$ cat config.mk
export PLATFORM = sky130hd
export DESIGN_NAME = imuca_ctrl
export DESIGN_NICKNAME = d
export VERILOG_FILES = /design/src/rtl/imuca_pkg.sv /design/src/rtl/imuca_ctrl.sv
export SDC_FILE = /design/constraint.sdc
export NUM_CORES = 1
export LEC_CHECK = 0
export BUFFER_PORTS_ARGS = -buffer_cell sky130_fd_sc_hd__buf_2
export CAP_MARGIN = 15
export CORE_MARGIN = 1
export CORE_UTILIZATION = 44
export CTS_CLUSTER_DIAMETER = 50
export DETAILED_ROUTE_END_ITERATION = 12
export GPL_ROUTABILITY_DRIVEN = 0
export GPL_TIMING_DRIVEN = 0
export PLACE_DENSITY_LB_ADDON = 0.15
export SYNTH_ARGS = -nofsm -noshare
export SYNTH_HDL_FRONTEND = slang
export SYNTH_SLANG_ARGS = --single-unit
$ cat constraint.sdc
create_clock -name clk -period 2.75 [get_ports clk]
set_input_delay 0.1375 -clock clk [delete_from_list [all_inputs] [get_ports clk]]
set_output_delay 0.1375 -clock clk [all_outputs]
set_load 0.02 [all_outputs]
$ cat src/rtl/imuca_pkg.sv
// Shared types, constants and helper functions for the complementary-filter
// attitude estimator. Used by every module of the block and by the checker.
package imuca_pkg;

  // Angle format and iteration counts.
  localparam int ANGLE_FRAC_BITS = 8;
  localparam int CORDIC_STEPS    = 16;
  localparam int Z_SHIFT         = 24 - ANGLE_FRAC_BITS;
  localparam int DIV_STEPS       = 3;
  localparam int WRAP_STEPS      = 8;
  localparam int CFG_IDX_W       = 8;

  // Rate integration divisor: 10^6 microseconds times the Q24-to-angle shift.
  localparam logic [35:0] RATE_DIV      = 36'(64'd1000000 * (64'd1 << Z_SHIFT));
  localparam logic [55:0] RATE_DIV_HALF = 56'(RATE_DIV >> 1);

  // The divisor splits into a power of two and the odd factor 15625; the odd
  // factor is handled by a reciprocal multiply and one correction step.
  localparam int          RATE_SHIFT = Z_SHIFT + 6;
  localparam logic [13:0] DIV_ODD    = 14'd15625;
  localparam logic [26:0] DIV_RECIP  = 27'd70368744;

  // Angle limits in the output format.
  localparam logic signed [23:0] ANG_FULL    = 24'(360 << ANGLE_FRAC_BITS);
  localparam logic signed [23:0] ANG_HALF    = 24'(180 << ANGLE_FRAC_BITS);
  localparam logic signed [23:0] ANG_QUARTER = 24'(90 << ANGLE_FRAC_BITS);

  // CORDIC constants in Q24 degrees and the Q16 CORDIC gain.
  localparam logic signed [33:0] Q24_90   = 34'sd1509949440;
  localparam logic [16:0]        GAIN_Q16 = 17'd107922;

  // Configuration register indexes.
  localparam logic [CFG_IDX_W-1:0] CFG_ALIGN      = 8'd0;
  localparam logic [CFG_IDX_W-1:0] CFG_YAW_OFFSET = 8'd1;
  localparam logic [CFG_IDX_W-1:0] CFG_GYRO_SCALE = 8'd2;
  localparam logic [CFG_IDX_W-1:0] CFG_ALPHA      = 8'd3;

  // Mounting rotation codes.
  localparam logic [1:0] ALIGN_0   = 2'd0;
  localparam logic [1:0] ALIGN_90  = 2'd1;
  localparam logic [1:0] ALIGN_180 = 2'd2;
  localparam logic [1:0] ALIGN_270 = 2'd3;

  // Configuration reset values.
  localparam logic [23:0] GYRO_SCALE_RST = 24'd256140;
  localparam logic [15:0] ALPHA_RST      = 16'd64225;

  typedef struct packed {
    logic signed [15:0] accel_x;
    logic signed [15:0] accel_y;
    logic signed [15:0] accel_z;
    logic signed [15:0] rate_x;
    logic signed [15:0] rate_y;
    logic signed [15:0] rate_z;
    logic [15:0]        elapsed_us;
  } sample_t;

  typedef struct packed {
    logic signed [16:0] roll_angle;
    logic signed [15:0] pitch_angle;
    logic [16:0]        yaw_angle;
    logic               was_updated;
  } result_t;

  typedef struct packed {
    logic [1:0]         align_code;
    logic signed [15:0] yaw_rate_offset;
    logic [23:0]        gyro_scale;
    logic [15:0]        blend_alpha;
  } cfg_t;

  // Commands from the controller to the datapath.
  typedef struct packed {
    logic       capture;
    logic       load;
    logic       mul1;
    logic       mul2;
    logic       div_init;
    logic       div_step;
    logic       cordic_init;
    logic       cordic_sel;
    logic       cordic_step;
    logic [4:0] idx;
    logic       round;
    logic       blend1;
    logic       blend2;
    logic       wrap_step;
    logic       commit;
    logic       publish;
  } cmd_t;

  typedef struct packed {
    logic dt_zero;
  } status_t;

  // Negation that maps the most negative value to the most positive one.
  function automatic logic signed [15:0] neg_sat16(input logic signed [15:0] v);
    logic signed [15:0] r;
    if (v == 16'sh8000) r = 16'sh7fff;
    else r = -v;
    return r;
  endfunction

  // Saturate a 17-bit signed value to 16 bits.
  function automatic logic signed [15:0] sat16(input logic signed [16:0] v);
    logic signed [15:0] r;
    if (v > 17'sd32767) r = 16'sh7fff;
    else if (v < -17'sd32768) r = 16'sh8000;
    else r = v[15:0];
    return r;
  endfunction

  // Q24 degrees to output angle, rounding half away from zero.
  function automatic logic signed [17:0] q24_round(input logic signed [33:0] z);
    logic [33:0] m;
    logic [33:0] q;
    logic signed [17:0] r;
    m = z[33] ? 34'(-z) : 34'(z);
    q = (m + 34'(1 << (Z_SHIFT - 1))) >> Z_SHIFT;
    r = z[33] ? -$signed(18'(q)) : $signed(18'(q));
    return r;
  endfunction

  // atan(2^-i) in Q24 degrees.
  function automatic logic signed [33:0] atan_q24(input logic [4:0] i);
    logic signed [33:0] r;
    case (i)
      5'd0:    r = 34'sd754974720;
      5'd1:    r = 34'sd445687602;
      5'd2:    r = 34'sd235489088;
      5'd3:    r = 34'sd119537938;
      5'd4:    r = 34'sd60000934;
      5'd5:    r = 34'sd30029717;
      5'd6:    r = 34'sd15018523;
      5'd7:    r = 34'sd7509720;
      5'd8:    r = 34'sd3754917;
      5'd9:    r = 34'sd1877466;
      5'd10:   r = 34'sd938734;
      5'd11:   r = 34'sd469367;
      5'd12:   r = 34'sd234684;
      5'd13:   r = 34'sd117342;
      5'd14:   r = 34'sd58671;
      5'd15:   r = 34'sd29336;
      5'd16:   r = 34'sd14668;
      5'd17:   r = 34'sd7334;
      5'd18:   r = 34'sd3667;
      5'd19:   r = 34'sd1833;
      5'd20:   r = 34'sd917;
      5'd21:   r = 34'sd458;
      5'd22:   r = 34'sd229;
      5'd23:   r = 34'sd115;
      default: r = 34'sd0;
    endcase
    return r;
  endfunction

endpackage

$ cat src/rtl/imuca_ctrl.sv
// Sequencing state machine of the attitude estimator.
// Depends on imuca_pkg for the command and status structs.
module imuca_ctrl (
  input  logic                 clk,
  input  logic                 rst,
  input  logic                 sample_valid,
  output logic                 sample_ready,
  output logic                 result_valid,
  input  logic                 result_ready,
  input  imuca_pkg::status_t   status,
  output imuca_pkg::cmd_t      cmd
);

  typedef enum logic [16:0] {
    S_IDLE   = 17'h00001,
    S_LOAD   = 17'h00002,
    S_MUL1   = 17'h00004,
    S_MUL2   = 17'h00008,
    S_DIVI   = 17'h00010,
    S_DIV    = 17'h00020,
    S_CR1I   = 17'h00040,
    S_CR1    = 17'h00080,
    S_CR2I   = 17'h00100,
    S_CR2    = 17'h00200,
    S_RND    = 17'h00400,
    S_BL1    = 17'h00800,
    S_BL2    = 17'h01000,
    S_WRAP   = 17'h02000,
    S_COMMIT = 17'h04000,
    S_PUB    = 17'h08000,
    S_DONE   = 17'h10000
  } state_t;

  state_t     state, state_next;
  logic [4:0] cnt, cnt_next;

  assign sample_ready = (state == S_IDLE);
  assign result_valid = (state == S_DONE);

  // Next state and step counter.
  always_comb begin
    state_next = state;
    cnt_next   = cnt;
    case (state)
      S_IDLE: if (sample_valid) state_next = S_LOAD;
      S_LOAD: state_next = status.dt_zero ? S_PUB : S_MUL1;
      S_MUL1: state_next = S_MUL2;
      S_MUL2: state_next = S_DIVI;
      S_DIVI: begin
        state_next = S_DIV;
        cnt_next   = '0;
      end
      S_DIV: begin
        cnt_next = cnt + 5'd1;
        if (cnt == 5'(imuca_pkg::DIV_STEPS - 1)) state_next = S_CR1I;
      end
      S_CR1I: begin
        state_next = S_CR1;
        cnt_next   = '0;
      end
      S_CR1: begin
        cnt_next = cnt + 5'd1;
        if (cnt == 5'(imuca_pkg::CORDIC_STEPS - 1)) state_next = S_CR2I;
      end
      S_CR2I: begin
        state_next = S_CR2;
        cnt_next   = '0;
      end
      S_CR2: begin
        cnt_next = cnt + 5'd1;
        if (cnt == 5'(imuca_pkg::CORDIC_STEPS - 1)) state_next = S_RND;
      end
      S_RND: state_next = S_BL1;
      S_BL1: state_next = S_BL2;
      S_BL2: begin
        state_next = S_WRAP;
        cnt_next   = '0;
      end
      S_WRAP: begin
        cnt_next = cnt + 5'd1;
        if (cnt == 5'(imuca_pkg::WRAP_STEPS - 1)) state_next = S_COMMIT;
      end
      S_COMMIT: state_next = S_PUB;
      S_PUB:    state_next = S_DONE;
      S_DONE:   if (result_ready) state_next = S_IDLE;
      default:  state_next = S_IDLE;
    endcase
  end

  always_ff @(posedge clk) begin
    if (rst) begin
      state <= S_IDLE;
      cnt   <= '0;
    end else begin
      state <= state_next;
      cnt   <= cnt_next;
    end
  end

  // Commands decoded from the current state.
  always_comb begin
    cmd             = '0;
    cmd.idx         = cnt;
    cmd.capture     = (state == S_IDLE) && sample_valid;
    cmd.load        = (state == S_LOAD);
    cmd.mul1        = (state == S_MUL1);
    cmd.mul2        = (state == S_MUL2);
    cmd.div_init    = (state == S_DIVI);
    cmd.div_step    = (state == S_DIV);
    cmd.cordic_init = (state == S_CR1I) || (state == S_CR2I);
    cmd.cordic_sel  = (state == S_CR2I);
    cmd.cordic_step = (state == S_CR1) || (state == S_CR2);
    cmd.round       = (state == S_RND);
    cmd.blend1      = (state == S_BL1);
    cmd.blend2      = (state == S_BL2);
    cmd.wrap_step   = (state == S_WRAP);
    cmd.commit      = (state == S_COMMIT);
    cmd.publish     = (state == S_PUB);
  end

endmodule

==> flow_summary_export.csv, run 1 <==
group,metric,value,unit
sta,setup_viol,0,
sta,rsz0062_at_grt,"false",
detailed_routing,drtAntennaViolNets,0,
sta,slew_viol_final,0,
die,die_w,57.37,um
finish,fin_nets,201,
placed_design,placed_area,1518,um^2
setup_path,cp_num_cells,8,
synthesis,syn_area_per_cell,8.378,um^2
pwr,power.density,446.3,nW/um^2
clocking,ctsLongestPathBuffers,2,
global_routing,antenna_found_initial,0,
sta,max_slew_margin,64.41,%
pwr,leakage,0.6779,nW
synthesis,yosysSeqAreaShare,32.65,%
synthesis,synth_area,1349,um^2
worst_hold_path,min_path_type,"in -> reg",
setup_path,worst-path-buf-inv,2,
finish,area.growth.synth_to_final,16.60,%
setup_path,cp-end-kind,"flip-flop",
setup_path,cp_top_family,"simple AND/OR/NAND/NOR gates",
pwr,netSwitchingFraction,32.16,%
die,io_pins,27,
pwr,seqPwrFrac,48.8,%
sta,final.min_clock_period,2504,ps
detailed_routing,remaining_drc_errors,3,
global_routing,grt_max_degree,13,
setup_path,reg2reg_slack,250,ps
finish,nFillCells,285,
placed_design,io_buffers,26,
synthesis,yosys_register_bits,22,
clocking,root_buffer,"clkbuf_4",
pwr,pwr-share-clk,26.2,%
global_routing,grt_pass1_vias,1211,
setup_path,worst_setup_path_start_kind,"flip-flop",
worst_hold_path,worstHoldPathCells,2,
sta,totalNegativeSetupSlack,0,ps
setup_path,cp_max_fo,7,
die,die_height,57.37,um
finish,stdcell_area,1573,um^2
synthesis,synthDistinctLibCells,46,
sta,fin_skew,1.909,ps
setup_path,crit_path_end,"state[12]",
setup_path,r2r-end,"state[12]",
setup_path,worstPathRequired,2970,ps
synthesis,synth_edf_count,0,
finish,drive_gt1_share,26.56,%
synthesis,yosysWarnings,0,
sta,tightest_slew,533.8,ps
flow_run,maxCapViolCount,0,
setup_path,max_stage_delay,550,ps
clocking,clkTransAtPathRegs,120,ps
global_routing,grt_pass1_wl,5361,um
sta,fin_ws,245.9,ps
setup_path,crit_path_top_delay_cell,"nor4_4",
placed_design,dpl.hpwl,2458,um
finish,diodes,0,
global_routing,track_usage,21.09,%
die,row_count,19,
die,dieArea,3291,um^2
setup_path,worst_ep_arrival_time,2720,ps
detailed_routing,firstDrtPassIters,8,
clocking,cts_tree,"done",
synthesis,async_flop_share,0,%
sta,finalCritPeriodShare,91.06,%
sta,finalHoldViolCount,0,
synthesis,syn_nets,169,
setup_path,crit_chain,"nor4_4, nand4_1, or3b_1, clkbuf_1, a21oi_4, or3_1, buf_2, nor3_1",
detailed_routing,vias_per_cell,5.812,
synthesis,syn_inst,161,
pwr,combPwrFrac,25.1,%
pwr,max-vdd-ir-drop,0.2575,mV
clocking,cts_buffers,3,
pwr,p_switching,0.2258,mW
clocking,cts_sinks,22,
clocking,post_cts_buffers,0,
detailed_routing,drtIter0Drc,66,
setup_path,r2r_start,"state[1]",
placed_design,dp_slack,192.9,ps
die,core_area,2829,um^2
die,start_util,47.68,%
global_routing,grt_overflow,0,
detailed_routing,routed-via-count,1296,
outcome,status,"complete, but fails checks",
clocking,h-tree-depth,1,
setup_path,worstSetupPathType,"reg -> reg",
detailed_routing,avgRoutedWirePerCell,14.30,um
clocking,clk_latency,320,ps
pwr,internal_power,0.4762,mW
setup_path,reg2reg_depth,8,
synthesis,ys.flop_type,"dfxtp_1",
outcome,violations,"DRC",
setup_path,startpoint,"state[1]",
detailed_routing,routed_wl,3189,um
sta,fmaxAchievable,399.3,MHz
==> what timing repair did <==
action | 4_1_cts | 5_1_grt
hold buffers | 1 | 0
setup endpoints to repair | 0 | 10
endpoints found under the hold margin | 1 | 0
resized for setup | 0 | 1
==> state kept, by name, indices dropped and copies added (netlist names) <==
signal / flops
state: 17
cnt: 5
==> placed cells by master, fill, tap and decap left out, types with 3 or more instances in the layout <==
master	instances
o21ai_0	5
nor4_4	3
nand2_1	4
clkbuf_1	3
o21ba_2	3
ha_1	3
a31oi_1	3
dfxtp_1	22
clkbuf_4	3
nand4_1	4
buf_2	27
nor3_1	15
nand2b_1	8
inv_1	9
a21o_1	3
or2_2	3
a21oi_1	9
nor4_1	4
nand3_1	5
nor2_1	19
==> Yosys cell counts (2+ instances only) <==
cell type,instances,area [um^2]
nand3b_1,2,15.01
or4_1,2,15.01
clkbuf_1,3,11.26
dfxtp_1,22,440.4
nor4b_1,2,17.52
nor4_4,2,42.54
a21oi_1,9,45.04
or3_1,2,12.51
nor3_1,15,75.07
nor4_1,4,25.02
nor2_1,19,71.32
a21o_1,3,22.52
o21ba_2,3,30.03
or2_2,3,18.77
nand3_2,2,20.02
nand3_1,5,25.02
a211oi_1,2,15.01
nand2_1,4,15.01
and3b_1,2,17.52
nand4_1,4,25.02
ha_1,3,37.54
o211ai_1,2,15.01
o21ai_0,5,25.02
a31oi_1,3,18.77
nand2b_1,8,50.05
inv_1,9,33.78
or4b_2,2,20.02
==> per-layer routing <==
layer  up-vias  part of all wire [%]  GRT usage, %
met5         -                     0             0
met2        23                    51         36.38
li1        671                     -             -
met1       598                    44         26.97
met4         0                   1.0         8.362
met3         4                   3.4         2.041
==> cells by family (layout without fill, tap and decap cells) <==
| group | after synthesis | count (layout) | synth area share (%) |
|---|---|---|---|
| XOR/XNOR | 2 | 2 | 1.299 |
| AND/OR/NAND/NOR | 87 | 87 | 41.37 |
| adder cells (fa/ha/maj) | 3 | 3 | 2.783 |
| AO/OA/AOI/OAI | 33 | 33 | 17.35 |
| buffers and inverters | 14 | 45 | 4.545 |
| flip-flops | 22 | 22 | 32.65 |
==> power groups by stage <==
stage | logic, mW | clock network (mW) | registers (mW)
floorplan | 0.134 | 0 | 0.345
global placement | 0.173 | 0 | 0.349
detailed placement | 0.174 | 0 | 0.350
CTS | 0.176 | 0.189 | 0.342
global route | 0.196 | 0.199 | 0.344
finish | 0.176 | 0.184 | 0.342
==> metrics by stage <==
step / hold slack (ps) / utilization (%) / cells / total power [mW]
final: 68.56 / 55.59 / 223 / 0.7020
after detailed placement: 321.2 / 53.65 / 218 / 0.5241
after floorplan: 213.6 / - / 161 / 0.4795
after global routing: 72.26 / 55.59 / 223 / 0.7387
after CTS: 60.56 / 55.29 / 223 / 0.7068
after global placement: 319.1 / 53.65 / 218 / 0.5222
==> worst min-delay path by stage <==
stage	start	endpoint	slack (ps)
finish	rst	state[8]	70
global route	rst	state[8]	70
CTS	rst	state[8]	60
detailed placement	status	state[2]	320
global placement	status	state[2]	320
floorplan	status	state[2]	210
==> area by class of cell <==
class	instances	area [um^2]	area share, %
buffer	5	27.53	1.750
clock buffer	4	36.28	2.307
inverter	9	33.78	2.148
multi-input combinational	125	855.8	54.42
sequential	22	440.4	28.00
tap	31	38.79	2.466
timing repair buffer	27	140.1	8.910
Note: power is estimated with default switching activity, not from simulation.
==> run 2: changes to the inputs <==
--- a/config.mk
+++ b/config.mk
@@ -8,7 +8,7 @@
 export BUFFER_PORTS_ARGS = -buffer_cell sky130_fd_sc_hd__buf_2
 export CAP_MARGIN = 15
 export CORE_MARGIN = 1
-export CORE_UTILIZATION = 44
+export CORE_UTILIZATION = 54
 export CTS_CLUSTER_DIAMETER = 50
 export DETAILED_ROUTE_END_ITERATION = 12
 export GPL_ROUTABILITY_DRIVEN = 0
==> flow_summary_export.csv, run 2 (synthesis gave the netlist of run 1 again) <==
group,metric,value,unit
setup_path,worstPathRequired,2940,ps
sta,tightest_slew,495.7,ps
worst_hold_path,min_path_type,"in -> reg",
placed_design,dpl.hpwl,2448,um
finish,top_register,"state",
clocking,post_cts_buffers,0,
clocking,h-tree-depth,1,
sta,finalHoldViolCount,0,
sta,rsz0062_at_grt,"false",
clocking,clkTransAtPathRegs,120,ps
sta,totalNegativeSetupSlack,0,ps
setup_path,r2r-end,"state[4]",
finish,reg_top3,"state (17), cnt (5)",
die,core_area,2276,um^2
setup_path,startpoint,"state[1]",
global_routing,grt_pass1_vias,1170,
finish,largest_reg_flops,17,
clocking,root_buffer,"clkbuf_4",
pwr,leakage,0.6707,nW
detailed_routing,remaining_drc_errors,0,
setup_path,worst_setup_path_start_kind,"flip-flop",
finish,nFillCells,204,
die,row_count,17,
setup_path,reg2reg_slack,260,ps
sta,fin_skew,8.672,ps
setup_path,crit_path_top_delay_cell,"or4_4",
detailed_routing,drtIter0Drc,24,
setup_path,cp_max_fo,7,
global_routing,grt_pass1_wl,5140,um
sta,finalCritPeriodShare,90.54,%
detailed_routing,firstDrtPassIters,4,
flow_run,maxCapViolCount,0,
clocking,clk_latency,300,ps
pwr,max-vdd-ir-drop,0.2726,mV
finish,drive_gt1_share,26.18,%
worst_hold_path,hold-path-endpoint,"state[8]",
detailed_routing,vias_per_cell,6.005,
detailed_routing,routed-via-count,1315,
finish,final_cell_mix,"27 x buf_2, 22 x dfxtp_1, 19 x nor2_1, 15 x nor3_1",
detailed_routing,drtAntennaViolNets,0,
clocking,cts_tree,"done",
finish,fin_nets,201,
pwr,power.density,425.3,nW/um^2
die,io_pins,27,
global_routing,grt_max_degree,12,
sta,max_slew_margin,66.96,%
die,dieArea,2701,um^2
placed_design,placed_area,1514,um^2
global_routing,grt_overflow,0,
sta,fin_hold_ws,75.54,ps
finish,utilization,68.33,%
worst_hold_path,hp-start,"rst",
worst_hold_path,worstHoldPathCells,2,
setup_path,reg2reg_depth,8,
finish,stdcell_area,1555,um^2
outcome,status,"complete, no violations",
placed_design,io_buffers,26,
die,die_height,51.98,um
finish,multiInputGateArea,855.8,um^2
setup_path,cp-end-kind,"flip-flop",
sta,setup_viol,0,
clocking,ctsLongestPathBuffers,2,
clocking,cts_sinks,22,
setup_path,worst_ep_arrival_time,2680,ps
finish,area.growth.synth_to_final,15.31,%
sta,fmaxAchievable,401.6,MHz
sta,final.min_clock_period,2490,ps
finish,final_common_cell,"buf_2",
sta,slew_viol_final,0,
detailed_routing,avgRoutedWirePerCell,14.42,um
detailed_routing,routed_wl,3157,um
pwr,finalPower,0.6614,mW
die,start_util,59.26,%
global_routing,track_usage,25.71,%
global_routing,antenna_found_initial,0,
finish,seq_area,440.4,um^2
setup_path,worstSetupPathType,"reg -> reg",
die,die_w,51.98,um
setup_path,r2r_start,"state[1]",
finish,diodes,0,
clocking,cts_buffers,3,
setup_path,crit_chain,"nor4_4, nand4_4, or4_4, buf_6, a21oi_4, or3_1, buf_2, nor3_1",
setup_path,max_stage_delay,530,ps
## run 2: layout make-up
class,instances,area share (%)
multi-input cells,125,55.03
flip-flops and latches,22,28.32
repair buffers,27,9.010
well taps,28,2.253
inverters,9,2.172
plain buffers,5,1.770
clock buffers,3,1.448
## run 2: power by group
group	total (mW)	internal, mW	switching [mW]	leakage, nW
Sequential	0.342	0.327	0.0153	0.178
Combinational	0.175	0.0685	0.106	0.479
Clock	0.145	0.0510	0.0936	0.0138
Total	0.661	0.446	0.215	0.671
## run 2: through the flow
step | std cells | setup slack [ps]
2_1_floorplan | 161 | 533.2
3_3_place_gp | 215 | 237.7
3_5_place_dp | 215 | 185.1
4_1_cts | 219 | 145.9
5_1_grt | 219 | 133.9
6_report | 219 | 260.2
## run 2: worst max path at each step
stage / to / slack (ps) / depth (start not counted)
6_report: state[4] / 260 / 8
2_1_floorplan: state[0] / 530 / 7
5_1_grt: cnt[2] / 130 / 6
3_3_place_gp: state[4] / 240 / 8
4_1_cts: state[4] / 150 / 8
3_5_place_dp: state[4] / 190 / 8
## run 2: layer usage
layer / vias to the layer above / GRT usage [%] / share of wire (%)
met4: 0 / 8.108 / 1.0
met1: 625 / 33.81 / 46
met3: 4 / 2.632 / 3.0
li1: 658 / - / -
met5: - / 0 / 0
met2: 28 / 43.59 / 50
## run 2: timing repair
item                                   CTS  global route
hold buffers                             1             0
setup endpoints to repair                0             8
resized for setup                        0             1
endpoints found under the hold margin    1             0
## run 2: critical path: cells and delay by family (launching register included)
kind                   cells  cell delay [ps]
AO/OA/AOI/OAI              1              180
buffers and inverters      2              330
flip-flops                 1              400
AND/OR/NAND/NOR            5             1450
==> run 3: changes to the inputs <==
--- a/config.mk
+++ b/config.mk
@@ -7,6 +7,7 @@
 export LEC_CHECK = 0
 export BUFFER_PORTS_ARGS = -buffer_cell sky130_fd_sc_hd__buf_2
 export CAP_MARGIN = 15
+export CORE_ASPECT_RATIO = 0.7
 export CORE_MARGIN = 1
 export CORE_UTILIZATION = 54
 export CTS_CLUSTER_DIAMETER = 50
==> flow_summary_export.csv, run 3 (synthesis gave the netlist of run 1 again) <==
group,metric,value,unit
outcome,status,"complete, no violations",
finish,area.growth.synth_to_final,17.90,%
sta,finalHoldViolCount,0,
flow_run,maxCapViolCount,0,
setup_path,worst_ep_arrival_time,2810,ps
clocking,cts_buffers,3,
sta,max_slew_margin,63.31,%
placed_design,io_buffers,26,
detailed_routing,routed_wl,3662,um
finish,fin_nets,201,
global_routing,track_usage,29.18,%
sta,tightest_slew,550.4,ps
finish,top_register,"state",
clocking,post_cts_buffers,0,
pwr,leakage,0.6849,nW
detailed_routing,highest_layer,"met4",
global_routing,grt_max_degree,14,
finish,reg_top3,"state (17), cnt (5)",
sta,fin_skew,5.748,ps
setup_path,startpoint,"state[1]",
setup_path,crit_path_end,"state[0]",
global_routing,grt_pass1_vias,1238,
detailed_routing,drtAntennaViolNets,0,
sta,fin_hold_ws,66.10,ps
pwr,max-vdd-ir-drop,0.3678,mV
finish,utilization,70.38,%
global_routing,grt_pass1_wl,5692,um
die,start_util,59.69,%
detailed_routing,vias_per_cell,6.143,
clocking,ctsLongestPathBuffers,2,
finish,final_common_cell,"buf_2",
sta,totalNegativeSetupSlack,0,ps
die,core_area,2260,um^2
clocking,clk_latency,330,ps
setup_path,worstPathRequired,2980,ps
detailed_routing,dr_wl_met3,322,um
clocking,root_buffer,"clkbuf_4",
detailed_routing,routed-via-count,1376,
setup_path,r2r-end,"state[0]",
sta,rsz0062_at_grt,"false",
placed_design,dpl.hpwl,2666,um
finish,final_cell_mix,"27 x buf_2, 22 x dfxtp_1, 19 x nor2_1, 15 x nor3_1",
detailed_routing,drtIter0Drc,107,
global_routing,grt_overflow,0,
sta,slew_viol_final,0,
die,die_w,61.74,um
pwr,power.density,496.0,nW/um^2
worst_hold_path,min_path_type,"in -> reg",
finish,drive_gt1_share,26.56,%
finish,diodes,0,
clocking,cts_sinks,22,
detailed_routing,met2_length,1658,um
setup_path,reg2reg_depth,7,
clocking,clkTransAtPathRegs,130,ps
die,row_count,14,
sta,fmaxAchievable,388.1,MHz
setup_path,r2r_start,"state[1]",
global_routing,antenna_found_initial,0,
sta,fin_ws,173.3,ps
setup_path,worst_setup_path_start_kind,"flip-flop",
sta,final.min_clock_period,2577,ps
setup_path,reg2reg_slack,170,ps
die,io_pins,27,
clocking,cts_tree,"done",
detailed_routing,remaining_drc_errors,0,
die,dieArea,2705,um^2
finish,largest_reg_flops,17,
sta,finalCritPeriodShare,93.70,%
setup_path,cp-end-kind,"flip-flop",
sta,setup_viol,0,
clocking,h-tree-depth,1,
detailed_routing,drt-met1-wl,1634,um
setup_path,cp_max_fo,7,
detailed_routing,firstDrtPassIters,6,
setup_path,worstSetupPathType,"reg -> reg",
placed_design,dp_slack,187.6,ps
detailed_routing,avgRoutedWirePerCell,16.35,um
die,die_height,43.82,um
run 3: cell count changes in the layout (fill, tap and decap cells not counted):
| cell | previous run | this run |
|---|---|---|
| bufinv_16 | 0 | 1 |
run 3: area by class of cell:
cell class | count | area [um^2]
inverter | 9 | 33.78
fill | 185 | 669.4
sequential | 22 | 440.4
tap | 32 | 40.04
timing repair buffer | 27 | 140.1
buffer | 5 | 27.53
multi-input combinational | 125 | 855.8
clock buffer | 3 | 22.52
clock inverter | 1 | 30.03
run 3: worst max-delay path, stage by stage (launching register included):
cell	delay [ps]
dfxtp_1	410
nor4_4	560
nand4_1	180
or3b_1	410
clkbuf_1	230
a21oi_4	280
nor4_1	100
a211o_1	300
run 3: stage by stage:
step | power, mW | cell area, um^2 | std cells
2_1_floorplan | 0.4795 | 1349 | 161
3_3_place_gp | 0.5197 | 1519 | 219
3_5_place_dp | 0.5273 | 1519 | 219
4_1_cts | 0.7803 | 1582 | 224
5_1_grt | 0.8097 | 1590 | 224
6_report | 0.7888 | 1590 | 224
run 3: timing repair:
action	in CTS	in global routing
resized for setup	0	1
endpoints found under the hold margin	1	0
hold buffers	1	0
setup endpoints to repair	0	10
run 3: worst min path at each step:
| stage | from | end | depth (start not counted) |
|---|---|---|---|
| final | rst | state[10] | 2 |
| after global routing | rst | state[10] | 2 |
| after CTS | rst | state[10] | 2 |
| after detailed placement | status | state[2] | 2 |
| after global placement | status | state[2] | 2 |
| after floorplan | status | state[2] | 1 |
run 3: power by group:
part / switching, mW / internal [mW]
Clock: 0.111 / 0.148
Combinational: 0.118 / 0.0685
Sequential: 0.0165 / 0.327
run 3: routing by layer:
| layer | track usage (%) | vias up |
|---|---|---|
| met4 | 6.667 | 0 |
| met3 | 8.060 | 7 |
| met5 | 0 | - |
| met2 | 43.87 | 64 |
| met1 | 41.50 | 647 |
| li1 | - | 658 |
