`src/rtl/imuca_pkg.sv`:
```
// Shared types, constants and helper functions for the complementary-filter
// attitude estimator. Used by every module of the block and by the checker.
package imuca_pkg;

  // Angle format and iteration counts.
  localparam int ANGLE_FRAC_BITS = 8;
  localparam int CORDIC_STEPS    = 16;
  localparam int Z_SHIFT         = 24 - ANGLE_FRAC_BITS;
  localparam int DIV_STEPS       = 3;
  localparam int WRAP_STEPS      = 8;
  localparam int CFG_IDX_W       = 8;

  // Rate integration divisor: 10^6 microseconds times the Q24-to-angle shift.
  localparam logic [35:0] RATE_DIV      = 36'(64'd1000000 * (64'd1 << Z_SHIFT));
  localparam logic [55:0] RATE_DIV_HALF = 56'(RATE_DIV >> 1);

  // The divisor splits into a power of two and the odd factor 15625; the odd
  // factor is handled by a reciprocal multiply and one correction step.
  localparam int          RATE_SHIFT = Z_SHIFT + 6;
  localparam logic [13:0] DIV_ODD    = 14'd15625;
  localparam logic [26:0] DIV_RECIP  = 27'd70368744;

  // Angle limits in the output format.
  localparam logic signed [23:0] ANG_FULL    = 24'(360 << ANGLE_FRAC_BITS);
  localparam logic signed [23:0] ANG_HALF    = 24'(180 << ANGLE_FRAC_BITS);
  localparam logic signed [23:0] ANG_QUARTER = 24'(90 << ANGLE_FRAC_BITS);

  // CORDIC constants in Q24 degrees and the Q16 CORDIC gain.
  localparam logic signed [33:0] Q24_90   = 34'sd1509949440;
  localparam logic [16:0]        GAIN_Q16 = 17'd107922;

  // Configuration register indexes.
  localparam logic [CFG_IDX_W-1:0] CFG_ALIGN      = 8'd0;
  localparam logic [CFG_IDX_W-1:0] CFG_YAW_OFFSET = 8'd1;
  localparam logic [CFG_IDX_W-1:0] CFG_GYRO_SCALE = 8'd2;
  localparam logic [CFG_IDX_W-1:0] CFG_ALPHA      = 8'd3;

  // Mounting rotation codes.
  localparam logic [1:0] ALIGN_0   = 2'd0;
  localparam logic [1:0] ALIGN_90  = 2'd1;
  localparam logic [1:0] ALIGN_180 = 2'd2;
  localparam logic [1:0] ALIGN_270 = 2'd3;

  // Configuration reset values.
  localparam logic [23:0] GYRO_SCALE_RST = 24'd256140;
  localparam logic [15:0] ALPHA_RST      = 16'd64225;

  typedef struct packed {
    logic signed [15:0] accel_x;
    logic signed [15:0] accel_y;
    logic signed [15:0] accel_z;
    logic signed [15:0] rate_x;
    logic signed [15:0] rate_y;
    logic signed [15:0] rate_z;
    logic [15:0]        elapsed_us;
  } sample_t;

  typedef struct packed {
    logic signed [16:0] roll_angle;
    logic signed [15:0] pitch_angle;
    logic [16:0]        yaw_angle;
    logic               was_updated;
  } result_t;

  typedef struct packed {
    logic [1:0]         align_code;
    logic signed [15:0] yaw_rate_offset;
    logic [23:0]        gyro_scale;
    logic [15:0]        blend_alpha;
  } cfg_t;

  // Commands from the controller to the datapath.
  typedef struct packed {
    logic       capture;
    logic       load;
    logic       mul1;
    logic       mul2;
    logic       div_init;
    logic       div_step;
    logic       cordic_init;
    logic       cordic_sel;
    logic       cordic_step;
    logic [4:0] idx;
    logic       round;
    logic       blend1;
    logic       blend2;
    logic       wrap_step;
    logic       commit;
    logic       publish;
  } cmd_t;

  typedef struct packed {
    logic dt_zero;
  } status_t;

  // Negation that maps the most negative value to the most positive one.
  function automatic logic signed [15:0] neg_sat16(input logic signed [15:0] v);
    logic signed [15:0] r;
    if (v == 16'sh8000) r = 16'sh7fff;
    else r = -v;
    return r;
  endfunction

  // Saturate a 17-bit signed value to 16 bits.
  function automatic logic signed [15:0] sat16(input logic signed [16:0] v);
    logic signed [15:0] r;
    if (v > 17'sd32767) r = 16'sh7fff;
    else if (v < -17'sd32768) r = 16'sh8000;
    else r = v[15:0];
    return r;
  endfunction

  // Q24 degrees to output angle, rounding half away from zero.
  function automatic logic signed [17:0] q24_round(input logic signed [33:0] z);
    logic [33:0] m;
    logic [33:0] q;
    logic signed [17:0] r;
    m = z[33] ? 34'(-z) : 34'(z);
    q = (m + 34'(1 << (Z_SHIFT - 1))) >> Z_SHIFT;
    r = z[33] ? -$signed(18'(q)) : $signed(18'(q));
    return r;
  endfunction

  // atan(2^-i) in Q24 degrees.
  function automatic logic signed [33:0] atan_q24(input logic [4:0] i);
    logic signed [33:0] r;
    case (i)
      5'd0:    r = 34'sd754974720;
      5'd1:    r = 34'sd445687602;
      5'd2:    r = 34'sd235489088;
      5'd3:    r = 34'sd119537938;
      5'd4:    r = 34'sd60000934;
      5'd5:    r = 34'sd30029717;
      5'd6:    r = 34'sd15018523;
      5'd7:    r = 34'sd7509720;
      5'd8:    r = 34'sd3754917;
      5'd9:    r = 34'sd1877466;
      5'd10:   r = 34'sd938734;
      5'd11:   r = 34'sd469367;
      5'd12:   r = 34'sd234684;
      5'd13:   r = 34'sd117342;
      5'd14:   r = 34'sd58671;
      5'd15:   r = 34'sd29336;
      5'd16:   r = 34'sd14668;
      5'd17:   r = 34'sd7334;
      5'd18:   r = 34'sd3667;
      5'd19:   r = 34'sd1833;
      5'd20:   r = 34'sd917;
      5'd21:   r = 34'sd458;
      5'd22:   r = 34'sd229;
      5'd23:   r = 34'sd115;
      default: r = 34'sd0;
    endcase
    return r;
  endfunction

endpackage

```
`src/rtl/imuca_cfg.sv`:
```
// Configuration register file of the attitude estimator.
// Depends on imuca_pkg for the register indexes and reset values.
module imuca_cfg (
  input  logic                           clk,
  input  logic                           rst,
  input  logic                           cfg_valid,
  input  logic [imuca_pkg::CFG_IDX_W-1:0] cfg_index,
  input  logic [23:0]                    cfg_data,
  output imuca_pkg::cfg_t                cfg
);

  // Writes to an index beyond the register list are dropped.
  always_ff @(posedge clk) begin
    if (rst) begin
      cfg.align_code      <= imuca_pkg::ALIGN_0;
      cfg.yaw_rate_offset <= '0;
      cfg.gyro_scale      <= imuca_pkg::GYRO_SCALE_RST;
      cfg.blend_alpha     <= imuca_pkg::ALPHA_RST;
    end else if (cfg_valid) begin
      case (cfg_index)
        imuca_pkg::CFG_ALIGN:      cfg.align_code      <= cfg_data[1:0];
        imuca_pkg::CFG_YAW_OFFSET: cfg.yaw_rate_offset <= cfg_data[15:0];
        imuca_pkg::CFG_GYRO_SCALE: cfg.gyro_scale      <= cfg_data;
        imuca_pkg::CFG_ALPHA:      cfg.blend_alpha     <= cfg_data[15:0];
        default: ;
      endcase
    end
  end

endmodule

```
`config.mk`:
```
export PLATFORM = sky130hd
export DESIGN_NAME = imuca_cfg
export DESIGN_NICKNAME = d
export VERILOG_FILES = /design/src/rtl/imuca_pkg.sv /design/src/rtl/imuca_cfg.sv
export SDC_FILE = /design/constraint.sdc
export NUM_CORES = 1
export LEC_CHECK = 0
export BUFFER_PORTS_ARGS = -buffer_cell sky130_fd_sc_hd__buf_2
export CORE_MARGIN = 8
export CORE_UTILIZATION = 45
export CTS_CLUSTER_DIAMETER = 200
export DETAILED_ROUTE_END_ITERATION = 10
export GPL_TIMING_DRIVEN = 0
export PLACE_DENSITY = 0.74
export SETUP_SLACK_MARGIN = 0.05
export SYNTH_ARGS = -nofsm -noshare
export SYNTH_HDL_FRONTEND = slang
export SYNTH_SLANG_ARGS = --single-unit
```
`constraint.sdc`:
```
create_clock -name clk -period 1.7 [get_ports clk]
set_input_delay 0.34 -clock clk [delete_from_list [all_inputs] [get_ports clk]]
set_output_delay 0.34 -clock clk [all_outputs]
set_load 0.02 [all_outputs]
```
==> results of run 1 <==
-- kinds of logic after synthesis --
logic type             share of synthesized area
and+or+nand+nor                           0.2429
muxes                                     0.2383
DFF                                       0.4766
buffers and inverters                    0.04212
-- cell type report --
type                       instances  area (um^2)
fill                             467         1974
multi-input combinational        159         1172
sequential                        58         1161
timing repair buffer              91        455.4
clock buffer                      13        158.9
buffer                            15        102.6
tap                               70        87.58
clock inverter                     2        60.06
-- stage by stage --
step	total power [mW]	TNS (ns)	worst slack (ns)
6_report	2.926	0	0.3357
5_1_grt	3.028	0	0.2431
3_3_place_gp	1.544	0	0.003104
4_1_cts	2.948	0	0.3152
3_5_place_dp	1.545	-0.1033	-0.03129
2_1_floorplan	1.472	0	0.2317
-- power breakdown --
group          leakage, nW  internal, mW  switching [mW]  total, mW
combinational         1.04        0.0716          0.0813      0.153
clock                0.110         0.899           0.512       1.41
sequential           0.468          1.36        0.000807       1.36
-- synthesized netlist by cell type --
master / n / area [um^2]
buf_12: 1 / 20.02
buf_6: 4 / 45.04
and4b_1: 1 / 10.01
dfxtp_1: 58 / 1161
clkbuf_1: 10 / 37.54
nor2_1: 33 / 123.9
and3b_2: 1 / 10.01
nand2b_1: 61 / 381.6
nor4_1: 1 / 6.260
mux2i_1: 58 / 580.6
nor3_1: 1 / 5.000
nor4b_4: 1 / 23.77
nand3_2: 1 / 10.01
nand4_4: 1 / 21.27
-- layout by cell type (no fill, tap or decap) --
| cell | count |
|---|---|
| nor2_1 | 33 |
| nor4_1 | 1 |
| buf_6 | 4 |
| clkbuf_1 | 12 |
| buf_2 | 91 |
| and4b_1 | 1 |
| bufinv_16 | 2 |
| nor4b_4 | 1 |
| nand2b_1 | 61 |
| dfxtp_1 | 58 |
| nor3_1 | 1 |
| nand3_2 | 1 |
| buf_12 | 1 |
| and3b_2 | 1 |
| clkbuf_8 | 11 |
| nand4_4 | 1 |
| mux2i_1 | 58 |
-- metal layers --
layer  share of wire  track usage  vias up
met5               0            0        -
met4           0.016      0.07251        0
met3           0.071      0.05096       11
met2            0.49       0.2807       51
met1            0.42       0.1797      875
li1                -            -      966
-- worst max-delay path: cells and delay by family --
kind | cells | cell delay [ns]
mux | 1 | 0.18
simple gates | 2 | 0.66
buf+inv | 3 | 0.43
-- worst min path at each step --
stage / from / cells past startpoint / endpoint / slack (ns)
6_report: cfg_data[17] / 3 / cfg[33] / 0.27
3_3_place_gp: cfg[46] / 2 / cfg[46] / 0.46
4_1_cts: cfg_data[17] / 3 / cfg[33] / 0.26
5_1_grt: cfg_data[20] / 3 / cfg[36] / 0.28
3_5_place_dp: cfg[43] / 2 / cfg[43] / 0.46
2_1_floorplan: cfg_data[18] / 2 / cfg[34] / 0.49
==> reports/summary.md, run 1 <==
The run finished with clean final reports. The number of port buffers is 91, and the cell area after synthesis is 0.002436 mm^2. The critical path goes through buf_2 -> nor4b_4 -> and4b_1 -> buf_6 -> buf_12 -> mux2i_1.

In this run the clock root is driven by a clkbuf_8. The overall track demand over capacity in global routing was 0.1631; the overall die area was 0.008024 mm^2. The run gives 0 as the number of antenna violations at the first check in global routing.

The number of buffers inserted for hold repair after clock tree synthesis is 0. The logs give 0 for the final number of hold-violating endpoints and 733.0 MHz for the peak clock frequency supported by timing. The post-route antenna net violation count came out at 0.

TritonCTS built the clock tree. By startpoint and endpoint, the worst setup path is classified as input port to flop. The worst register-to-register path ends at cfg[18]. Once the clock tree was built, the setup fixing pass inserted 0 buffers. The critical-path cell with the highest stage delay was nor4b_4.

The tools report the worst slew margin relative to its limit as 0.6234. The cell total after placement was 393. The logs give 0 for the number of max-slew violations in the final report and 0.32 ns for the source-to-sink clock delay at the later pin of the worst-skew pair. The die is 89.58 um tall. The total nets after synthesis was 267; the iteration-0 DRC count of the detailed router was 57.

The initialized floorplan defines 26 standard-cell rows. The worst register-to-register path begins at cfg[18]. Per-instance average area after synthesis: 10.50 um^2. For the number of search-and-repair iterations in the first detailed-routing pass, the log shows 4.

The clock net in this run drives a total of 58 sinks. The number of antenna diodes in the final layout is 0. Setup repair after global routing left no endpoint under its margin.

STA classifies the critical path startpoint as an input port. The clock passes through at most 2 buffers. Synthesis inferred 58 register bits.

For flop-to-flop paths, the worst setup slack is 1.06 ns. For the via count of the first global-routing pass, the log shows 2007. The minimum period implied by the final worst setup slack is 1.364 ns. After synthesis, the netlist uses 14 different library cells. After detailed routing, the number of remaining DRC violations is 0.

Setup violations remaining at the end of the flow were counted as 0. The tools report the largest net degree at the start of global routing as 11. The largest single stage delay on the critical path is 0.39 ns. Yosys warning count: 0. The area added between synthesis and finish was 31.28%.

Type of the most critical hold path: input port to flop. The tools report the initial core utilization as 0.4710. After detailed routing, the average wire length per cell comes to 15.33 um. Along the worst path, the maximum fanout reaches 10. The flip-flop count of the largest register after layout was 58. The final clock period utilization by the worst path is 0.8025. The total area inside the core boundary comes to 0.005172 mm^2.

The endpoint of the worst setup timing path is cfg[44]. The total leakage power was 1.621 nW; the final instance count without filler cells was 408. The post-detailed-routing wire length is 6253 um. The number of vias per cell after detailed routing came out at 4.664.

The tools report the critical path launch point as cfg_index[6]. The final weighted congestion of routability-driven global placement was 0.6877; the cell count after synthesis was 232. The run gives 0.002979 mm^2 as the total cell area at the placement stage. The largest registers in the layout are cfg: 58 flops.

The sequential area share after synthesis is 0.4766, and the share of post-route cells with drive strength above 1 is 0.3343. The run gives 3 as the H-tree level count. For this run the aggregate overflow at the end of global routing stands at 0.

After clock tree synthesis, the clock-pin slew on the worst setup and hold paths is 0.06 ns. Power spread over the standard cell area amounts to 914.8 mW/mm^2. Data arrives at the worst endpoint at 1.62 ns. For the worst-case hold slack, the log shows 0.2661 ns. Pin placement for this block handled 93 I/O pins. At the worst endpoint, the required time is 1.95 ns.

The final layout net count is 369, and the post-route core utilization is 0.6183. The horizontal extent of the die was 89.58 um. The register with the most flip-flops in the final layout is cfg. Gates resized during post-CTS repair numbered 0. For the pin with the worst max-slew slack, the measured transition is 0.5649 ns. Buffers inserted during clock tree synthesis total 9.

The clock arrives with 0 ns of skew. The via count came out at 1903. Detailed placement finished with a half-perimeter wire length of 4690 um. The first global-routing pass estimated 9756 um of wire. Measured in cells, the most critical reg-to-reg path has a length of 2.

The post-route cell area was 0.003198 mm^2. The worst voltage drop across the vdd grid came out at 0.5288 mV. The worst setup path is captured at a flop. Across the run, the number of max-cap violations was 0.
No activity file was read; power rests on OpenSTA's default activity.
==> inputs of run 2 (changes only) <==
==> constraint.sdc (replaced) <==
create_clock -name clk -period 1.4 [get_ports clk]
set_input_delay 0.28 -clock clk [delete_from_list [all_inputs] [get_ports clk]]
set_output_delay 0.28 -clock clk [all_outputs]
set_load 0.02 [all_outputs]
==> run 2 against run 1 <==
Sequential share of layout area up 0.33 points. Clock-buffer cell count is 1 lower. Hold slack lost 0.057 ns. Non-clock buffer count grew 1. Final area shrank 0.90%. Clock skew did not move. Cell count up 0.25%. Combinational power is 21% higher. Via count is essentially flat. Core utilization decreased by 0.56 points. Register-to-register slack worse by 0.29 ns. Critical endpoint is now cfg[25]. Largest cell class unchanged. Highest routed layer unchanged.
==> reports/summary.md, run 2 (synthesis results as in run 1) <==
Number of core rows: 26 (unchanged). The number of antenna violations at the first check in global routing was 0 (unchanged). The worst clock skew came out at 0 ns (unchanged).

The layout filler cell count was 465 (was 467); the overall track demand over capacity in global routing was 0.1612 (was 0.1631). The CTS clock-pin slew for the worst setup and hold paths is 0.07 ns (was 0.06 ns), and the post-detailed-routing wire length is 6200 um (was 6253 um). The run gives 4 (unchanged) as the number of search-and-repair iterations in the first detailed-routing pass. Critical-path cell with the highest stage delay: nor4b_4 (unchanged). Top library cells by usage in the layout, fill and taps aside: 91 x buf_2, 61 x nand2b_1, 58 x mux2i_1, 58 x dfxtp_1, 33 x nor2_1 (unchanged). Kind of launch point of the worst setup path: an input port (unchanged). The top-level I/O count was 93 (unchanged); the final number of hold-violating endpoints was 0 (unchanged). Based on the critical path, the design can be clocked at up to 782.9 MHz. For the post-route DRC violation count, the log shows 0 (unchanged). For the data required time of the worst path, the log shows 1.61 ns (was 1.95 ns). Register ranked first by flip-flop count: cfg (unchanged). The final instance count without filler cells was 409 (was 408); the transition at the pin with the smallest max-transition slack was 0.5513 ns (was 0.5649 ns). The flip-flop count of the largest register after layout is 58 (unchanged), and the number of port buffers is 91 (unchanged). The maximum net fanout on the critical path was 10 (unchanged); the register area was 0.001161 mm^2 (unchanged). The tools report the via count as 1902 (was 1903). The data arrival time of the critical path was 1.49 ns (was 1.62 ns); the power density over cell area was 1001 mW/mm^2 (was 914.8 mW/mm^2). Root buffer cell: clkbuf_8 (unchanged). The run finished with clean final reports. The worst voltage drop across the vdd grid is 0.7015 mV (was 0.5288 mV), and the cell total after placement is 393 (unchanged).

The leading cell type in the layout, fill and taps excluded is buf_2 (unchanged). Endpoint kind of the worst setup timing path: a flop (unchanged). The logs give 11 (unchanged) for the largest net degree at the start of global routing and 0.2090 ns (was 0.2661 ns) for the worst-case hold slack. The final weighted congestion of routability-driven global placement was 0.7576 (was 0.6877); the HPWL after detailed placement was 4603 um (was 4690 um). The CTS sink count came out at 58 (unchanged). The horizontal extent of the die came out at 89.58 um (unchanged). For the final global-route overflow total, the log shows 0 (unchanged). Initial core utilization: 0.4710 (unchanged). Global routing met2 resource utilization: 0.2680 (was 0.2807). The category of cells accounting for the largest share of critical-path delay is simple AND/OR/NAND/NOR gates (unchanged). The post-CTS resize count is 0 (unchanged). Setup repair after global routing left no endpoint under its margin. The number of max-slew violations in the final report is 0 (unchanged).

For the number of buffers inserted for hold repair after clock tree synthesis, the log shows 0 (unchanged). Top flop regs: cfg: 58 flops (unchanged). The height of the die is 89.58 um (unchanged). The met1 global-route usage came out at 0.1868 (was 0.1797). The most utilized layer in the global route result is met2 (unchanged).

The tools report the overall die area as 0.008024 mm^2 (unchanged). Sum of buffers and inverters on the critical path: 2 (was 3). The worst slew margin relative to its limit was 0.6324 (was 0.6234); the via count of the first global-routing pass was 2015 (was 2007).

The startpoint-to-endpoint class of the critical path was input port to flop (unchanged). Final clock period utilization by the worst path: 0.9124. Post-route antenna net violation count: 0 (unchanged). Area added between synthesis and finish: 30.10% (was 31.28%). For the H-tree level count, the log shows 3 (unchanged).

TritonCTS built the clock tree. Crit path cell chain: buf_2 -> nor4b_4 -> nand3_2 -> buf_6 -> mux2i_1 (was buf_2 -> nor4b_4 -> and4b_1 -> buf_6 -> buf_12 -> mux2i_1). Area of the multi-input gates: 0.001172 mm^2 (unchanged). The first-pass GRT wire length was 9701 um (was 9756 um). The count of endpoints failing setup in the final report is 0 (unchanged), and the delay of the slowest critical-path stage is 0.40 ns (was 0.39 ns). Type of the most critical hold path: input port to flop (unchanged). The minimum period implied by the final worst setup slack is 1.277 ns, and the maximum root-to-sink buffer count is 2 (unchanged).

The run gives 370 (was 369) as the final layout net count. For the setup slack after placement, the log shows -0.2531 ns (was -0.03129 ns). The share of post-route cells with drive strength above 1 is 0.3392 (was 0.3343).

The run gives 0 (unchanged) as the count of maximum capacitance violations. The number of vias per cell after detailed routing is 4.650 (was 4.664). Core outline area: 0.005172 mm^2 (unchanged). The run gives 0.32 ns (about the same) as the source-to-sink clock delay at the later pin of the worst-skew pair. For the number of diodes, the log shows 0 (unchanged). The logs give 0.1226 ns (was 0.3357 ns) for the least setup slack across all paths after layout and 1.611 nW (was 1.621 nW) for the total leakage power. The run gives 67 (was 57) as the iteration-0 DRC count of the detailed router. The average wire per cell in the routed design was 15.16 um (was 15.33 um); the fraction of met3 tracks used by global routing was 0.04823 (was 0.05096).

The tools report the clock buffer count from CTS as 9 (unchanged).
## run 2: worst paths after layout
path / from / end / slack, ns / cells after the start
worst max-delay path: cfg_index[6] / cfg[25] / 0.12 / 5
worst min-delay path: cfg_data[16] / cfg[32] / 0.21 / 3
worst max register to register: cfg[12] / cfg[12] / 0.77 / 2
worst min register to register: cfg[53] / cfg[53] / 0.47 / 2
## run 2: repair_timing
| action | CTS | global route |
|---|---|---|
| endpoints found under the hold margin | 0 | 0 |
| endpoints found under the setup margin | 0 | 3 |
| setup buffers | 0 | 1 |
## run 2: stage by stage
stage / cell area (um^2) / total power, mW / TNS [ns] / util
final: 3169 / 3.173 / 0 / 0.6127
after global routing: 3169 / 3.308 / 0 / 0.6127
after detailed placement: 2979 / 1.876 / -9.126 / 0.5760
after floorplan: 2436 / 1.787 / -0.03744 / -
after CTS: 3149 / 3.201 / 0 / 0.6089
after global placement: 2979 / 1.875 / -7.936 / 0.5760
## run 2: worst register-to-register path, cell delays in order (launching register included)
cell and delay (ns):
dfxtp_1 0.34, nor2_1 0.05, mux2i_1 0.16
## run 2: report_power, final
group / internal (mW) / switching, mW
Sequential: 1.65 / 0.000994
Clock: 0.720 / 0.615
Combinational: 0.0871 / 0.0976
Total: 2.46 / 0.714
## run 2: layout make-up
| cell class | count | area share |
|---|---|---|
| multi-input cells | 159 | 0.3699 |
| flip-flops and latches | 58 | 0.3664 |
| repair buffers | 92 | 0.1500 |
| clock buffers | 12 | 0.04895 |
| plain buffers | 15 | 0.03237 |
| well taps | 70 | 0.02764 |
| clock inverters | 3 | 0.004737 |
## run 2: layer usage
metal | vias to the layer above | part of all wire
met2 | 57 | 0.48
met3 | 10 | 0.074
met5 | - | 0
met1 | 867 | 0.43
met4 | 0 | 0.017
li1 | 968 | -
==> inputs of run 3 (changes only) <==
--- a/config.mk
+++ b/config.mk
@@ -5,6 +5,7 @@
 export SDC_FILE = /design/constraint.sdc
 export NUM_CORES = 1
 export LEC_CHECK = 0
+export ABC_AREA = 1
 export BUFFER_PORTS_ARGS = -buffer_cell sky130_fd_sc_hd__buf_2
 export CORE_MARGIN = 8
 export CORE_UTILIZATION = 45
@@ -13,6 +14,8 @@
 export GPL_TIMING_DRIVEN = 0
 export PLACE_DENSITY = 0.74
 export SETUP_SLACK_MARGIN = 0.05
+export SKIP_LAST_GASP = 1
+export SLEW_MARGIN = 30
 export SYNTH_ARGS = -nofsm -noshare
 export SYNTH_HDL_FRONTEND = slang
 export SYNTH_SLANG_ARGS = --single-unit
==> run 3 against run 2 <==
Core utilization decreased by 0.51 points. Total power increased by 0.62%. Non-clock buffer count increased by 9. Critical path type is now flop to primary output. Largest cell class is now sequential cells.
==> reports/summary.md, run 3 <==
The run finished with clean final reports. For the post-route cell area, the log shows 0.003143 mm^2 (was 0.003169 mm^2). The run gives 749.6 uW (was 713.7 uW) as the net switching power.

The flip-flop count of the largest register after layout was 58 (unchanged). For the via count, the log shows 2490 (was 1902). The internal power summed over all cells came out at 2.443 mW (was 2.459 mW). Worst-case hold slack: 0.1972 ns (was 0.2090 ns). The logs give 0.407 (was 0.421) for the clock network fraction of total power and 26 (unchanged) for the number of core rows. The first-pass GRT wire length is 11240 um (was 9701 um), and the share of Yosys cell area claimed by the top area cell type is 0.4766 (unchanged).

Top library cells by usage in the layout, fill and taps aside: 102 x buf_2, 77 x nand3_1, 65 x nand2_1 (was 91 x buf_2, 61 x nand2b_1, 58 x mux2i_1, 58 x dfxtp_1, 33 x nor2_1). The tools report the root buffer cell as clkbuf_8 (unchanged). The tools report the source of the worst register-to-register timing path as cfg[45] (was cfg[12]).

The source of the worst hold timing path is cfg_data[16] (unchanged). The post-CTS setup buffer count came out at 0 (unchanged). Setup repair after global routing left no endpoint under its margin. The biggest area consumer among synthesized cells is dfxtp_1 (unchanged). The number of port buffers works out to 92 (was 91). The logs give 0.002436 mm^2 (unchanged) for the cell area after synthesis and 0.074 (was 0.058) for the combinational group share of total power.

The average wire per cell in the routed design is 13.61 um (was 15.16 um), and the per-instance average area after synthesis is 7.229 um^2 (was 10.50 um^2). The share of post-route cells with drive strength above 1 was 0.2828 (was 0.3392). The post-route antenna net violation count is 0 (unchanged).

The startpoint-to-endpoint class of the critical path is flop to primary output (was input port to flop). The worst voltage drop across the vdd grid came out at 0.5906 mV (was 0.7015 mV). The tools report the final weighted congestion of routability-driven global placement as 0.7960 (was 0.7576). The number of vias per cell after detailed routing is 4.863 (was 4.650). The worst slew margin relative to its limit is 0.6707 (was 0.6324), and the number of max-slew violations in the final report is 0 (unchanged).

The sequential area share after synthesis was 0.4766 (unchanged). The net switching share of the total power works out to 0.2348 (was 0.2249). Top flop regs: cfg: 58 flops (unchanged). The number of buffers inserted for hold repair after clock tree synthesis came out at 0 (unchanged). Count of flip-flops with a built-in enable after synthesis: 0 (unchanged).

The total of flip-flops plus latches after synthesis was 58 (unchanged). Kind of launch point of the worst setup path: a flop (was an input port). The run gives 509 (was 465) as the layout filler cell count.

TritonCTS built the clock tree. The horizontal extent of the die was 89.58 um (unchanged). The clock buffer count from CTS was 9 (unchanged); the H-tree level count was 3 (unchanged). The initial core utilization came out at 0.4710 (unchanged). The overall die area came out at 0.008024 mm^2 (unchanged). Share of total power in sequential cells: 0.519 (was 0.521).

The worst reg2reg path depth was 2 (unchanged); the final number of hold-violating endpoints was 0 (unchanged). The post-CTS resize count was 0 (unchanged); the total cell area at the placement stage was 0.002984 mm^2 (was 0.002979 mm^2). Top cell types by occurrence after synthesis: 77 x nand3_1, 65 x nand2_1, 58 x dfxtp_1 (was 61 x nand2b_1, 58 x dfxtp_1, 58 x mux2i_1). The leading cell type in the layout, fill and taps excluded was buf_2 (unchanged). The source-to-sink clock delay at the later pin of the worst-skew pair was 0.33 ns (was 0.32 ns). Most common cell in the netlist: nand3_1 (was nand2b_1). The critical-path cell with the highest stage delay was dfxtp_1 (was nor4b_4). For the area of the multi-input gates, the log shows 0.001033 mm^2 (was 0.001172 mm^2).

Top post-synthesis cells by area: dfxtp_1 48%, nand3_1 16%, nand2_1 10%, a21oi_1 8.0%, nor2_1 6.5% (was dfxtp_1 48%, mux2i_1 24%, nand2b_1 16%, nor2_1 5.1%, buf_6 1.8%). Type of the most critical hold path: input port to flop (unchanged). The number of search-and-repair iterations in the first detailed-routing pass is 4 (unchanged). The HPWL after detailed placement came out at 5242 um (was 4603 um). The logs give 372 (was 267) for the total nets after synthesis and 1.619 nW (was 1.611 nW) for the total leakage power. The tools report the final instance count without filler cells as 512 (was 409).

The sum of buffers and inverters on the critical path came out at 1 (was 2). The transition at the pin with the smallest max-transition slack was 0.4939 ns (was 0.5513 ns). The overall track demand over capacity in global routing is 0.1821 (was 0.1612), and the iteration-0 DRC count of the detailed router is 192 (was 67). Endpoint kind of the worst setup timing path: a primary output (was a flop). Crit path cell chain: buf_2 (was buf_2 -> nor4b_4 -> nand3_2 -> buf_6 -> mux2i_1).

Reg-to-reg critical path endpoint: cfg[45] (was cfg[12]). The run gives 475 (was 370) as the final layout net count. The height of the die came out at 89.58 um (unchanged). The logs give 6969 um (was 6200 um) for the post-detailed-routing wire length and 1.12 ns (was 1.61 ns) for the data required time of the worst path. The maximum net fanout on the critical path is 2 (was 10). Critical path launch point: cfg[45] (was cfg_index[6]).

The number of instances on the worst hold path is 3 (unchanged). The register ranked first by flip-flop count was cfg (unchanged). The top-level I/O count is 93 (unchanged). The CTS clock-pin slew for the worst setup and hold paths works out to 0.06 ns (was 0.07 ns). The register-to-register path setup slack was 0.80 ns (was 0.77 ns); the maximum root-to-sink buffer count was 2 (unchanged).

Core outline area: 0.005172 mm^2 (unchanged). The final clock period utilization by the worst path was 0.8210 (was 0.9124). The post-route DRC violation count is 0 (unchanged), and the number of antenna violations at the first check in global routing is 0 (unchanged).

The cell total after placement is 499 (was 393), and the delay of the slowest critical-path stage is 0.36 ns (was 0.40 ns). The run gives 0.87 ns (was 1.49 ns) as the data arrival time of the critical path. The logs give 0 (unchanged) for the count of maximum capacitance violations and 337 (was 232) for the cell count after synthesis.

The via count of the first global-routing pass was 2349 (was 2015). The category of cells accounting for the largest share of critical-path delay was flip-flops (was simple AND/OR/NAND/NOR gates). The power density over cell area was 1016 mW/mm^2 (was 1001 mW/mm^2).

The leading register cell type out of synthesis was dfxtp_1 (unchanged). The final global-route overflow total is 0 (unchanged), and the Yosys warning count is 0 (unchanged). The CTS sink count is 58 (unchanged), and the minimum period implied by the final worst setup slack is 1.149 ns (was 1.277 ns). Destination of the worst hold path: cfg[32] (unchanged). The area added between synthesis and finish was 29.02% (was 30.10%). The peak clock frequency supported by timing was 870.1 MHz (was 782.9 MHz); the count of endpoints failing setup in the final report was 0 (unchanged). The number of diodes was 0 (unchanged). The tools report the summed negative setup slack over all endpoints as 0 ns (unchanged).

The register area is 0.001161 mm^2 (unchanged), and the share of synthesized registers carrying an async set or reset is 0 (unchanged). The largest net degree at the start of global routing was 11 (unchanged). The logs give 0 ns (unchanged) for the worst clock skew and 15 (was 14) for the distinct cell type count after synthesis.
==> run 3: cell types whose count changed in the layout (fill, tap and decap cells not counted), moves of 5 or more <==
cell	delta
nand3_1	+77
buf_2	+11
nand2b_1	-61
inv_1	+27
buf_4	+5
clkbuf_1	-5
a21oi_1	+39
mux2i_1	-58
nor2_1	+9
nand2_1	+65
==> run 3: worst max path at each step <==
stage,cells past startpoint,endpoint,slack [ns]
detailed placement,7,cfg[30],-0.08
CTS,1,cfg[46],0.25
global route,7,cfg[31],0.15
finish,1,cfg[45],0.25
floorplan,7,cfg[38],0.29
global placement,7,cfg[19],-0.05
==> run 3: cell type report <==
cell class | instances | area share
plain buffers | 24 | 0.04459
clock buffers | 13 | 0.05056
inverters | 27 | 0.03225
multi-input cells | 228 | 0.3288
flip-flops and latches | 58 | 0.3694
well taps | 70 | 0.02787
repair buffers | 92 | 0.1465
==> run 3: logic make-up (layout without fill, tap and decap cells) <==
| family | Yosys count | after routing | share of synthesized area |
|---|---|---|---|
| buffers and inverters | 51 | 156 | 0.09913 |
| AO/OA/AOI/OAI | 39 | 39 | 0.08012 |
| AND/OR/NAND/NOR | 189 | 189 | 0.3441 |
| flip-flops | 58 | 58 | 0.4766 |
==> run 3: layer usage <==
metal  wire length [um]  global-route usage  up-vias
met4                104             0.08308        0
li1                   -                   -     1290
met3                623             0.06187        7
met5                  0                   0        -
met2               3078              0.2767       79
met1               3163              0.2267     1114
==> run 3: worst reg2reg max path, stage by stage, from the launching register on <==
cell,delay [ns]
dfxtp_1,0.33
a21oi_1,0.11
nor2_1,0.06
==> run 3: through the flow <==
step / total power, mW / util / setup slack (ns)
floorplan: 1.823 / - / 0.2894
global placement: 1.925 / 0.5769 / -0.04619
detailed placement: 1.927 / 0.5769 / -0.07881
CTS: 3.212 / 0.6076 / 0.2482
global route: 3.313 / 0.6076 / 0.1527
finish: 3.193 / 0.6076 / 0.2507
==> run 3: power groups by stage <==
| stage | Sequential, mW | Combinational, mW | Clock [mW] |
|---|---|---|---|
| 4_1_cts | 1.66 | 0.236 | 1.32 |
| 2_1_floorplan | 1.70 | 0.126 | 0 |
| 3_3_place_gp | 1.69 | 0.232 | 0 |
| 6_report | 1.66 | 0.237 | 1.30 |
| 3_5_place_dp | 1.69 | 0.235 | 0 |
| 5_1_grt | 1.66 | 0.268 | 1.39 |
